===== config.mk =====
export PLATFORM = sky130hd
export DESIGN_NAME = bmhq_ram
export DESIGN_NICKNAME = d
export VERILOG_FILES = /design/src/rtl/bmhq_ram.sv
export SDC_FILE = /design/constraint.sdc
export NUM_CORES = 1
export LEC_CHECK = 0
export ABC_CLOCK_PERIOD_IN_PS = 4000
export BUFFER_PORTS_ARGS = -buffer_cell sky130_fd_sc_hd__buf_2
export CORE_MARGIN = 1
export CORE_UTILIZATION = 36
export DETAILED_ROUTE_END_ITERATION = 8
export GPL_ROUTABILITY_DRIVEN = 0
export MAX_ROUTING_LAYER = met4
export PLACE_DENSITY = 0.58
export SYNTH_ARGS = -nofsm -noshare
export SYNTH_HDL_FRONTEND = slang
export SYNTH_SLANG_ARGS = --single-unit
export TNS_END_PERCENT = 10

===== constraint.sdc =====
create_clock -name clk -period 4 [get_ports clk]
set_input_delay 0.2 -clock clk [delete_from_list [all_inputs] [get_ports clk]]
set_output_delay 0.2 -clock clk [all_outputs]
set_load 0.005 [all_outputs]

===== src/rtl/bmhq_ram.sv =====
// Generic single-port RAM with registered read data.
`default_nettype none

module bmhq_ram #(
  parameter int WIDTH = 64,
  parameter int DEPTH = 2,
  localparam int AW = (DEPTH > 1) ? $clog2(DEPTH) : 1
) (
  input  wire logic             clk,
  input  wire logic             we,
  input  wire logic             re,
  input  wire logic [AW-1:0]    addr,
  input  wire logic [WIDTH-1:0] wdata,
  output logic      [WIDTH-1:0] rdata
);

  logic [WIDTH-1:0] mem [DEPTH];

  always_ff @(posedge clk) begin
    if (we) begin
      mem[addr] <= wdata;
    end
    if (re) begin
      rdata <= mem[addr];
    end
  end

endmodule

`default_nettype wire


==> results of run 1 <==
## kinds of logic after synthesis
group	Yosys count
DFF	192
muxes	64
buffers and inverters	7
and+or+nand+nor	2
## metrics by stage
step	hold WS, ps	power (uW)
after detailed placement	391.2	2706
after floorplan	298.9	2575
final	326.6	4406
after global routing	326.4	4555
after CTS	317.8	4457
after global placement	391.0	2695
## repair_timing
| action | in CTS | in global routing |
|---|---|---|
| hold endpoints to repair | 128 | 0 |
| gates resized for setup | 0 | 0 |
| hold buffers | 64 | 0 |
## layout make-up
type | count | area [um2]
sequential | 192 | 5766
clock inverter | 8 | 140.1
multi-input combinational | 66 | 885.9
tap | 229 | 286.5
fill | 1513 | 9251
clock buffer | 21 | 440.4
timing repair buffer | 197 | 1316
## sequential cells by signal (all words and copies together) (netlist names)
name   cells
mem      128
rdata     64
## critical path: cells and delay by family
family,cells,cell delay (ps)
buffers and inverters,2,830
AND/OR/NAND/NOR,1,620
## synth_stat cells (all sizes together)
master | instances | share of area
and2 | 1 | 0.00093
buf | 7 | 0.0099
edfxtp | 192 | 0.86
mux2 | 64 | 0.13
nor2b | 1 | 0.00093
## where the power goes
group / internal (uW) / switching [uW] / leakage, uW
Clock: 1030 / 672 / 0.000278
Sequential: 2380 / 33.1 / 0.00183
Combinational: 168 / 123 / 0.00122
## per-layer routing
layer / wire [um] / vias to the layer above / global-route usage / part of all wire
met5: 0 / - / - / 0
met4: 232 / 0 / 0.06091 / 0.021
met3: 574 / 16 / 0.03949 / 0.051
met2: 5543 / 90 / 0.2033 / 0.49
met1: 4887 / 1565 / 0.1466 / 0.43
li1: - / 1480 / - / -
## how the worst max path moves through the flow
| stage | from | to | slack (ps) | depth (start not counted) |
|---|---|---|---|---|
| floorplan | addr | mem[0][0] | 160 | 3 |
| global placement | addr | mem[0][25] | 1910 | 3 |
| detailed placement | addr | mem[0][50] | 1850 | 3 |
| CTS | addr | mem[0][23] | 2300 | 3 |
| global route | addr | mem[0][50] | 2230 | 3 |
| finish | addr | mem[0][50] | 2360 | 3 |
==> flow_summary.ini, run 1 <==
[setup_path]
reg2regPathDepth = 1
critical_path_required_ps = 4060
cp-start-kind = input port
r2r_start = mem[0][42]
cpMaxStageDelayCell = nor2b_4
r2r_setup_slack_ps = 3100
path_common_cell = buf_4
critical_path_class = in2reg
cp_max_fo = 41
crit_chain = buf_4 > nor2b_4 > buf_4
max_stage_delay_ps = 620
cp_data_arrival_time_ps = 1700
rr_endpoint = rdata[42]
cp-end-kind = flip-flop

[cells_and_area]
finish.utilization = 0.4885
final_cell_mix = edfxtp_1 (192), buf_2 (129), dlygate4sd3_1 (64)
stdcell_count = 713
drive_gt1_frac = 0.4587
n_antenna_cell = 0
final_area_um2 = 8835
final_common_cell = edfxtp_1
nets = 542
area_growth_pct = 31.71

[clocking]
cts_sinks = 192
cts.path.max_buffers = 2
root_buffer = clkbuf_16
clkTransAtPathRegs_ps = 60
clock_latency_ps = 420
numCtsBuffers = 17
post_cts_buffers = 0
h-tree-depth = 4
cts_tree = done

[sta]
period_share = 0.4105
fin_worst_skew_ps = 4.801
hold_viol_final = 0
slew_violations = 0
final.setup.worst_slack_ps = 2358
setup_viol = 0
rsz0062_at_grt = false
period_minus_slack_ps = 1642
max_freq_mhz = 609.0
relSlewSlack = 0.3458
worst_pin_slew_ps = 981.2
setup_tns_ps = 0

[grt]
track_usage = 0.1274
antenna_found_initial = 0
grt_max_degree = 65
grt_first_pass_wirelength_um = 17540
grt_overflow_total = 0
grt_pass1_vias = 3380

[floorplan]
core_area_um2 = 18090
die_x_um = 138.5
initial_utilization = 0.3709
die_area_um2 = 19180
row_count = 49
die_y_um = 138.5
io_pins = 132

[route]
route.vias.total = 3151
firstDrtPassIters = 6
drc = 21
drtIter0Drc = 206
ant_nets = 0
routed_wl_um = 11240
wl_per_cell_um = 15.76
vias_per_cell = 4.419

[synthesis]
synth.area.mux_share = 0.1287
synth_cell_types = 7
synth_xor_area_frac = 0
synthesis.nets = 333
ys_seq_elements = 192
syn_avg_cell_area_um2 = 25.31
yosys_warnings = 0
seq_area_frac_synth = 0.8595
synthCells = 265
synth_top_family_by_area = multiplexers
synthAdderAreaFrac = 0
synth_compound_area_frac = 0
netlist_area_um2 = 6708
synthSimpleGateAreaFrac = 0.001865

[worst_hold_path]
min-delay-start = we
hold_path.class = in2reg
hold_depth = 2
holdPathEnd = mem[0][58]

[pwr]
peakVddDrop_v = 0.0003125
power_density_nw_per_um2 = 498.7
leakagePower_uw = 0.003326

[status]
violations = design-rule violations
status = complete, but fails checks

[place]
post-place-ws_ps = 1846
dp.cells = 620
port_buffers = 131
placed_cell_area_um2 = 7614
dpl.hpwl_um = 6452

[flow_run]
maxCapViolCount = 0
Power figures use the tool's default switching activity.
==> run 2: changes to the inputs <==
--- a/config.mk
+++ b/config.mk
@@ -5,7 +5,8 @@
 export SDC_FILE = /design/constraint.sdc
 export NUM_CORES = 1
 export LEC_CHECK = 0
-export ABC_CLOCK_PERIOD_IN_PS = 4000
+export ABC_AREA = 1
+export ABC_CLOCK_PERIOD_IN_PS = 1300
 export BUFFER_PORTS_ARGS = -buffer_cell sky130_fd_sc_hd__buf_2
 export CORE_MARGIN = 1
 export CORE_UTILIZATION = 36
==> constraint.sdc (replaced) <==
create_clock -name clk -period 1.3 [get_ports clk]
set_input_delay 0.065 -clock clk [delete_from_list [all_inputs] [get_ports clk]]
set_output_delay 0.065 -clock clk [all_outputs]
set_load 0.005 [all_outputs]
==> run 2 against run 1 <==
The run now ends clean. Register-to-register slack got worse by 2600 ps. Utilization is 0.53 points higher. Hold slack lost 66 ps. Largest cell class unchanged. Clock power rose to 3.2 times the previous value. Power grew to 3.1 times the previous value. Via count is 16% higher. Non-clock buffer count rose by 8.
==> flow_summary.ini, run 2 <==
[status]
status = complete, no violations

[synthesis]
synth_cell_types = 8
ys_async_sr_fraction = 0
synth_edf_count = 192
netlist_area_um2 = 6598
seq_area_frac_synth = 0.8739
ys_top_cells_by_count = nand2_1 (193), edfxtp_1 (192), buf_2 (8)
netlist.area_leader.share = 0.8739
ys_seq_elements = 192
synth_top_area_cell = edfxtp_1
yosys_warnings = 0
netlist_top_cells_area = edfxtp_1 (87%), nand2_1 (11%), buf_6 (0.68%)
syn_avg_cell_area_um2 = 16.41
yosysMostFrequentCell = nand2_1
synthCells = 402
synthFlopType = edfxtp_1
synthesis.nets = 470

[pwr]
peakVddDrop_v = 0.0008844
power_density_nw_per_um2 = 1549
leakagePower_uw = 0.003577
power_uw = 13740

[place]
dp.cells = 758
port_buffers = 131
dpl.hpwl_um = 7040

[flow_run]
maxCapViolCount = 0

[setup_path]
cp-start-kind = flip-flop
critical_path_required_ps = 1240
cpMaxStageDelayCell = edfxtp_1
path_buf_inv = 1
critical_path_class = reg2out
cp_max_fo = 1
max_stage_delay_ps = 400
cp_top_family = flip-flops
cp_data_arrival_time_ps = 970
cp-end-kind = primary output
crit_chain = buf_2

[clocking]
cts.path.max_buffers = 2
root_buffer = clkbuf_16
clkTransAtPathRegs_ps = 70
cts_resized = 0
cts_sinks = 192
cts_tree = done
numCtsBuffers = 17
clock_latency_ps = 420
h-tree-depth = 4

[grt]
grt_overflow_total = 0
grt_first_pass_wirelength_um = 17840
antenna_found_initial = 0
grt_max_degree = 65
grt_pass1_vias = 3477
track_usage = 0.1355

[cells_and_area]
num-fill-cells = 1566
largest_reg_flops = 128
reg_top3 = mem x128, rdata x64
area_growth_pct = 34.44
nets = 681
stdcell_count = 853
n_antenna_cell = 0
final_cell_mix = nand2_1 (192), edfxtp_1 (192), buf_2 (130)
drive_gt1_frac = 0.2740
regMostFlops = mem

[sta]
relSlewSlack = 0.7362
fin_worst_skew_ps = 4.678
rsz0062_at_grt = false
setup_tns_ps = 0
period_share = 0.7947
max_freq_mhz = 968.0
hold_viol_final = 0
setup_viol = 0
period_minus_slack_ps = 1033
slew_violations = 0
worst_pin_slew_ps = 395.7

[floorplan]
io_pins = 132
die_x_um = 137.4
die_area_um2 = 18870
die_y_um = 137.4
row_count = 49
core_area_um2 = 17960
initial_utilization = 0.3673

[route]
routed_wl_um = 11780
wl_per_cell_um = 13.81
firstDrtPassIters = 4
drtIter0Drc = 164
ant_nets = 0
drc = 0
route.vias.total = 3657
vias_per_cell = 4.287

[worst_hold_path]
hold_path.class = in2reg
run 2: changes by cell type in the layout (fill, tap and decap cells not counted), moves of 2 or more:
cell	change
clkbuf_1	-3
mux2_2	-26
nand2_1	+192
buf_12	+5
clkinvlp_4	+2
mux2_4	-38
run 2: logic make-up (layout without fill, tap and decap cells):
family | after synthesis | count (layout) | share of synthesized area
DFF | 192 | 192 | 0.8739
and+or+nand+nor | 194 | 194 | 0.1104
buffers and inverters | 16 | 238 | 0.01574
run 2: power breakdown:
| group | leakage [uW] | total, uW | internal [uW] | switching, uW |
|---|---|---|---|---|
| Clock | 0.000297 | 5470 | 3380 | 2100 |
| Combinational | 0.00144 | 859 | 407 | 452 |
| Sequential | 0.00184 | 7410 | 7310 | 98.6 |
| Total | 0.00358 | 13700 | 11100 | 2650 |
run 2: worst reg2reg max path: stages (launching register included):
cell	delay, ps
edfxtp_1	370
nand2_1	70
nand2_1	70
run 2: final timing paths:
check | slack (ps) | start | end | cells after the start
worst max-delay path | 270 | rdata[53] | rdata[53] | 1
worst min-delay path | 260 | addr | mem[0][61] | 3
worst max register to register | 540 | mem[1][57] | rdata[57] | 2
worst min register to register | 510 | mem[0][15] | rdata[15] | 2
run 2: per-layer routing:
layer	track usage	vias up	routed length, um
li1	-	1824	-
met1	0.1615	1726	5204
met2	0.2191	91	5873
met3	0.03569	16	519
met4	0.05495	0	180
met5	-	-	0
run 2: layout make-up:
class                           instances  area [um2]  share of cell area
Multi-Input combinational cell        194       743.2             0.08379
Inverter                                3       15.01            0.001693
Clock inverter                         12       191.4             0.02158
Timing Repair Buffer                  205        1439              0.1622
Sequential cell                       192        5766              0.6500
Clock buffer                           18       429.2             0.04838
Tap cell                              229       286.5             0.03230
run 2: timing repair:
action / in CTS / in global routing
endpoints found under the hold margin: 136 / 0
setup endpoints to repair: 0 / 0
hold buffers: 65 / 0
buffers inserted: 0 / 0
run 2: through the flow:
step,worst slack [ps],instance area [um2],hold slack (ps),util
floorplan,-238.7,6631,163.9,-
finish,266.9,8870,260.3,0.4938
global placement,285.2,7599,255.4,0.4230
global route,220.4,8870,278.2,0.4938
CTS,245.6,8870,247.4,0.4938
detailed placement,256.3,7599,256.0,0.4230
