$ cat config.mk
export PLATFORM = sky130hd
export DESIGN_NAME = bmhq_cell
export DESIGN_NICKNAME = d
export VERILOG_FILES = /design/src/rtl/bmhq_pkg.sv /design/src/rtl/bmhq_cell.sv
export SDC_FILE = /design/constraint.sdc
export NUM_CORES = 1
export LEC_CHECK = 0
export BUFFER_PORTS_ARGS = -buffer_cell sky130_fd_sc_hd__buf_4
export CORE_AREA = 2 2 157 159
export CTS_BUF_LIST = sky130_fd_sc_hd__clkbuf_8
export CTS_CLUSTER_SIZE = 20
export DETAILED_ROUTE_END_ITERATION = 8
export DIE_AREA = 0 0 159 161
export PLACE_DENSITY = 0.82
export REMOVE_ABC_BUFFERS = 1
export SLEW_MARGIN = 5
export SYNTH_ARGS = -nofsm -noshare
export SYNTH_HDL_FRONTEND = slang
export SYNTH_SLANG_ARGS = --single-unit
$ cat constraint.sdc
create_clock -name clk -period 5.2 [get_ports clk]
set_clock_uncertainty 0.1 [all_clocks]
set_input_delay 0.26 -clock clk [delete_from_list [all_inputs] [get_ports clk]]
set_output_delay 0.26 -clock clk [all_outputs]
set_load 0.05 [all_outputs]
$ cat src/rtl/bmhq_pkg.sv
// Shared types, constants and helper functions of the binary min-heap queue.
`default_nettype none

package bmhq_pkg;

  localparam int CAPACITY = 1024;
  localparam int VALUE_W  = 32;
  localparam int OUT_CNT_W = 11;

  // One cell per heap level; node numbers are 1-based.
  localparam int COUNT_W = $clog2(CAPACITY + 1);
  localparam int LEVELS  = COUNT_W;
  localparam int OFS_W   = LEVELS - 1;
  localparam int ROW_W   = (LEVELS > 2) ? LEVELS - 2 : 1;
  localparam int PATH_W  = LEVELS - 1;
  localparam int REM_W   = $clog2(LEVELS);
  localparam int NODE_W  = COUNT_W + 2;

  localparam logic [1:0] OP_INSERT  = 2'd0;
  localparam logic [1:0] OP_EXTRACT = 2'd1;
  localparam logic [1:0] OP_PEEK    = 2'd2;

  localparam logic [1:0] ST_OK    = 2'd0;
  localparam logic [1:0] ST_EMPTY = 2'd1;
  localparam logic [1:0] ST_FULL  = 2'd2;

  typedef logic signed [VALUE_W-1:0] value_t;
  typedef logic [2*VALUE_W-1:0]      row_t;

  // Wave that walks down the chain. For insert, ofs is the node's place in its
  // level; for sift-down, ofs is the parent's place and node its number.
  typedef struct packed {
    logic               valid;
    logic               sift;
    value_t             value;
    logic [OFS_W-1:0]   ofs;
    logic [COUNT_W-1:0] node;
    logic [PATH_W-1:0]  path;
    logic [REM_W-1:0]   rem;
  } bmhq_tok_t;

  // Value handed back up to fill the parent slot.
  typedef struct packed {
    logic   valid;
    value_t value;
  } bmhq_wb_t;

  // Direct read of one slot, issued by the controller.
  typedef struct packed {
    logic             valid;
    logic [OFS_W-1:0] ofs;
  } bmhq_fetch_t;

  function automatic logic less_than(input value_t a, input value_t b);
    return $signed(a) < $signed(b);
  endfunction

  function automatic logic [ROW_W-1:0] row_of(input logic [OFS_W-1:0] ofs);
    logic [OFS_W-1:0] s;
    s = ofs >> 1;
    return s[ROW_W-1:0];
  endfunction

  function automatic value_t get_half(input row_t row, input logic half);
    return half ? value_t'(row[2*VALUE_W-1:VALUE_W]) : value_t'(row[VALUE_W-1:0]);
  endfunction

  function automatic row_t put_half(input row_t row, input logic half, input value_t v);
    row_t r;
    r = row;
    if (half) begin
      r[2*VALUE_W-1:VALUE_W] = v;
    end else begin
      r[VALUE_W-1:0] = v;
    end
    return r;
  endfunction

  function automatic logic [REM_W-1:0] msb_index(input logic [COUNT_W-1:0] n);
    logic [REM_W-1:0] idx;
    idx = '0;
    for (int i = 0; i < COUNT_W; i++) begin
      if (n[i]) begin
        idx = REM_W'(i);
      end
    end
    return idx;
  endfunction

endpackage

`default_nettype wire

$ cat src/rtl/bmhq_cell.sv
// One heap level: read, compare and write back the rows of its level memory.
`default_nettype none

module bmhq_cell
  import bmhq_pkg::*;
(
  input  wire logic               clk,
  input  wire logic               rst,
  input  wire bmhq_tok_t          tok_in,
  output bmhq_tok_t               tok_out,
  input  wire bmhq_wb_t           wb_in,
  output bmhq_wb_t                wb_out,
  input  wire bmhq_fetch_t        fetch,
  input  wire logic [COUNT_W-1:0] count,
  output logic                    ram_re,
  output logic                    ram_we,
  output logic      [ROW_W-1:0]   ram_addr,
  output row_t                    ram_wdata,
  input  wire row_t               ram_rdata,
  output value_t                  fetch_value,
  output logic                    done
);

  bmhq_tok_t        stage;
  bmhq_tok_t        tok_next;
  logic [OFS_W-1:0] hold_ofs;
  logic [OFS_W-1:0] hold_ofs_next;

  logic [ROW_W-1:0]  raddr;
  logic [ROW_W-1:0]  waddr;
  value_t            lo;
  value_t            hi;
  value_t            old;
  value_t            cbest;
  logic [NODE_W-1:0] lnode;
  logic [NODE_W-1:0] cnode;
  logic [NODE_W-1:0] cnt_w;
  logic              lv;
  logic              rv;
  logic              take_r;
  logic              child_wins;
  logic              grand;
  logic [OFS_W-1:0]  new_ofs;

  assign ram_re = tok_in.valid || fetch.valid;

  always_comb begin
    if (tok_in.valid) begin
      raddr = tok_in.sift ? tok_in.ofs[ROW_W-1:0] : row_of(tok_in.ofs);
    end else begin
      raddr = row_of(fetch.ofs);
    end
  end

  assign ram_addr    = ram_we ? waddr : raddr;
  assign fetch_value = get_half(ram_rdata, hold_ofs[0]);

  always_comb begin
    lo         = get_half(ram_rdata, 1'b0);
    hi         = get_half(ram_rdata, 1'b1);
    old        = get_half(ram_rdata, stage.ofs[0]);
    cnt_w      = NODE_W'(count);
    lnode      = NODE_W'(stage.node) << 1;
    lv         = lnode <= cnt_w;
    rv         = (lnode + NODE_W'(1)) <= cnt_w;
    take_r     = rv && less_than(hi, lo);
    cbest      = take_r ? hi : lo;
    child_wins = lv && less_than(cbest, stage.value);
    cnode      = lnode + NODE_W'(take_r);
    grand      = (cnode << 1) <= cnt_w;
    new_ofs    = (stage.ofs << 1) | OFS_W'(take_r);

    ram_we        = 1'b0;
    ram_wdata     = ram_rdata;
    waddr         = row_of(hold_ofs);
    done          = 1'b0;
    wb_out        = '0;
    tok_next      = '0;
    hold_ofs_next = hold_ofs;

    // Fill the slot this cell holds with the value the level below sent up.
    if (wb_in.valid) begin
      ram_we    = 1'b1;
      ram_wdata = put_half(ram_rdata, hold_ofs[0], wb_in.value);
    end

    if (stage.valid && !stage.sift) begin
      // Insert: keep the smaller value on the path, pass the larger down.
      waddr = row_of(stage.ofs);
      if (stage.rem == '0) begin
        ram_we    = 1'b1;
        ram_wdata = put_half(ram_rdata, stage.ofs[0], stage.value);
        done      = 1'b1;
      end else begin
        tok_next.valid = 1'b1;
        tok_next.sift  = 1'b0;
        tok_next.ofs   = (stage.ofs << 1) | OFS_W'(stage.path[PATH_W-1]);
        tok_next.path  = stage.path << 1;
        tok_next.rem   = stage.rem - REM_W'(1);
        if (less_than(stage.value, old)) begin
          ram_we         = 1'b1;
          ram_wdata      = put_half(ram_rdata, stage.ofs[0], stage.value);
          tok_next.value = old;
        end else begin
          tok_next.value = stage.value;
        end
      end
    end

    if (stage.valid && stage.sift) begin
      // Sift-down: the children of the parent sit in the row just read.
      waddr        = stage.ofs[ROW_W-1:0];
      wb_out.valid = 1'b1;
      wb_out.value = child_wins ? cbest : stage.value;
      if (child_wins) begin
        if (grand) begin
          tok_next.valid = 1'b1;
          tok_next.sift  = 1'b1;
          tok_next.value = stage.value;
          tok_next.ofs   = new_ofs;
          tok_next.node  = COUNT_W'(cnode);
          hold_ofs_next  = new_ofs;
        end else begin
          ram_we    = 1'b1;
          ram_wdata = put_half(ram_rdata, take_r, stage.value);
          done      = 1'b1;
        end
      end else begin
        done = 1'b1;
      end
    end
  end

  always_ff @(posedge clk) begin
    if (rst) begin
      stage   <= '0;
      tok_out <= '0;
    end else begin
      stage   <= tok_in;
      tok_out <= tok_next;
    end
  end

  always_ff @(posedge clk) begin
    if (fetch.valid) begin
      hold_ofs <= fetch.ofs;
    end else begin
      hold_ofs <= hold_ofs_next;
    end
  end

endmodule

`default_nettype wire

==> flow_summary.json <==
{
  "outcome": "complete, but fails checks",
  "violations": "negative setup slack",
  "slew_headroom": 0.347,
  "worstPathArrival_ns": 5.65,
  "fillers": 1598,
  "synth_area_mm2": 0.0105,
  "ys_seq_area_frac": 0.291,
  "peakVddDrop_mv": 0.166,
  "globalplace.congestion": 0.967,
  "htreeDepth": 4,
  "grt_start_max_net_pins": 73,
  "finish.net_count": 2183,
  "regToRegSetupSlack_ns": -0.50,
  "cts_root_buf": "clkbuf_8",
  "synth.avg_cell_area_um2": 8.59,
  "critPathLaunchType": "flip-flop",
  "powerDensity_mw_per_mm2": 254,
  "num_rows": 57,
  "max_freq_mhz": 166,
  "cts_buffer_depth": 2,
  "mostFrequentLayoutCells": "buf_4, dfxtp_1, buf_6, nand2_1, ha_1",
  "synth-edff-count": 10,
  "ys_warn_count": 0,
  "slew_violations": 0,
  "start_util": 0.436,
  "clk_pin_slew_ns": 0.10,
  "wl_per_cell_um": 22.9,
  "antenna_found_initial": 2,
  "worstSetupEndpointType": "primary output",
  "die-area_mm2": 0.0256,
  "hp-class": "input pin to flip-flop",
  "leakage_nw": 8.27,
  "syn2layout_area_growth_pct": 72.9,
  "synth_area_leader_cell": "dfxtp_1",
  "route.detailed.drc": 0,
  "die_h_um": 161,
  "ys.flop_type": "dfxtp_1",
  "cp_max_fo": 8,
  "synth_area_leaders": "dfxtp_1, ha_1, mux2i_1",
  "ios": 400,
  "clock_sinks": 147,
  "synth_top_cell_area_share": 0.262,
  "vias_per_cell": 5.96,
  "syn-instance-count": 1217,
  "ys_seq_elements": 147,
  "synthArstFlopShare": 0,
  "grt_pass1_wl_mm": 73.4,
  "final_common_cell": "buf_4",
  "clkLatencyLatePin_ns": 0.48,
  "numCtsBuffers": 17,
  "critPathKind": "flip-flop to primary output",
  "vias": 13211,
  "finalWorstSetupSlack_ns": -0.806,
  "rsz0062_at_grt": "true",
  "overflow": 0,
  "min_period_ns": 6.01,
  "critPathRequiredTime_ns": 4.84,
  "firstDrtPassIters": 5,
  "die_x_um": 159,
  "grt_pass1_vias": 13400,
  "period_share": 1.16,
  "cts_tree": "done",
  "hold_slack_ns": 0.0399,
  "fp.coreArea_mm2": 0.0240,
  "drtAntennaViolNets": 0,
  "synth.distinct_cells": 70,
  "max_cap_viol_count": 0,
  "finalHoldViolCount": 0,
  "grt_use_total": 0.367,
  "initialDrtViolationCount": 1240,
  "finalPower_mw": 4.59,
  "port_buffers": 398,
  "multiInputGateArea_mm2": 0.00742,
  "dp_hpwl_mm": 33.2,
  "drive_above_1_share": 0.434,
  "seq_area_mm2": 0.00305,
  "tightest_slew_ns": 0.980,
  "drt_wl_total_mm": 50.9,
  "setup_viol": 161
}
-- power by group --
| part | switching, mW | internal (mW) | leakage, nW |
|---|---|---|---|
| Clock | 0.580 | 0.411 | 0.205 |
| Combinational | 1.31 | 1.05 | 6.84 |
| Sequential | 0.0534 | 1.19 | 1.23 |
| Total | 1.95 | 2.64 | 8.27 |
-- stage by stage --
step / util / setup TNS, ns / cells / cell area (um^2) / setup slack [ns]
2_1_floorplan: - / -177.64 / 1145 / 10100 / -1.76
3_3_place_gp: 0.634 / -137.92 / 2059 / 15200 / -0.997
3_5_place_dp: 0.634 / -131.63 / 2059 / 15200 / -0.945
4_1_cts: 0.729 / -74.31 / 2196 / 17500 / -0.699
5_1_grt: 0.754 / -116.40 / 2217 / 18100 / -0.947
6_report: 0.754 / -95.43 / 2217 / 18100 / -0.806
-- area by class of cell --
class	count	area share
inverters	87	0.0183
repair buffers	714	0.356
well taps	324	0.0224
multi-input cells	911	0.411
flip-flops and latches	147	0.169
diodes	2	0.000277
clock buffers	17	0.0129
clock inverters	15	0.0102
-- Yosys cell counts (32+ instances only) --
cell	count
dfxtp_1	137
o21ai_0	123
ha_1	115
nand2_1	110
mux2i_1	90
inv_1	86
nor2b_1	81
clkbuf_1	55
nor2_1	47
o221a_1	37
o2bb2ai_1	33
a21oi_1	32
-- final timing paths --
| kind | start | endpoint | cells past startpoint |
|---|---|---|---|
| max | lnode[8] | ram_wdata[48] | 26 |
| min | ram_rdata[10] | tok_out[45] | 3 |
| max reg2reg | lnode[8] | tok_out[41] | 27 |
| min reg2reg | stage[13] | tok_out[25] | 1 |
-- layer usage --
layer,GRT usage,up-vias,wire length (um)
li1,-,5744,-
met1,0.422,6248,18900
met2,0.637,943,24400
met3,0.0663,276,4260
met4,0.222,0,3310
met5,0,-,0
-- kinds of logic (layout without fill, tap and decap cells) --
kind of cell | Yosys count | after routing | share of synthesized area
multiplexers | 99 | 99 | 0.0959
adder cells (fa/ha/maj) | 115 | 115 | 0.138
AND/OR/NAND/NOR | 367 | 367 | 0.184
XOR/XNOR | 2 | 2 | 0.00168
flip-flops | 147 | 147 | 0.291
buffers and inverters | 160 | 833 | 0.0613
AO/OA/AOI/OAI | 326 | 326 | 0.228
other | 1 | 4 | 0.000359
-- flip-flops by register name, indices dropped and copies added, names as in the netlist --
| signal | flops |
|---|---|
| stage | 58 |
| lnode | 11 |
| tok_out | 68 |
| hold_ofs | 10 |
-- critical path: stages, from the launching register on --
cell and delay [ns]:
dfxtp_1 0.35, ha_4 0.29, nand4b_1 0.17, nor3_2 0.17, buf_4 0.15, nand4_1 0.13, o21a_2 0.19, a211oi_4 0.29
buf_6 0.21, buf_4 0.14, o21ai_0 0.13, o21ai_2 0.13, ha_4 0.23, o21ai_1 0.07, o21ai_1 0.09, a211oi_2 0.23
o211ai_1 0.20, buf_4 0.20, buf_6 0.12, nor4b_4 0.31, a21boi_4 0.26, o31ai_4 0.13, a31oi_4 0.23, buf_6 0.18
buf_16 0.14, o221a_1 0.23, buf_6 0.17
-- what timing repair did --
| item | 4_1_cts | 5_1_grt |
|---|---|---|
| setup endpoints to repair | 160 | 171 |
| hold buffers | 78 | 0 |
| setup buffers | 20 | 19 |
| endpoints found under the hold margin | 78 | 0 |
| pin swaps | 27 | 30 |
| cloned | 7 | 3 |
| gates resized for setup | 185 | 93 |
(Power assumes the default switching activity.)
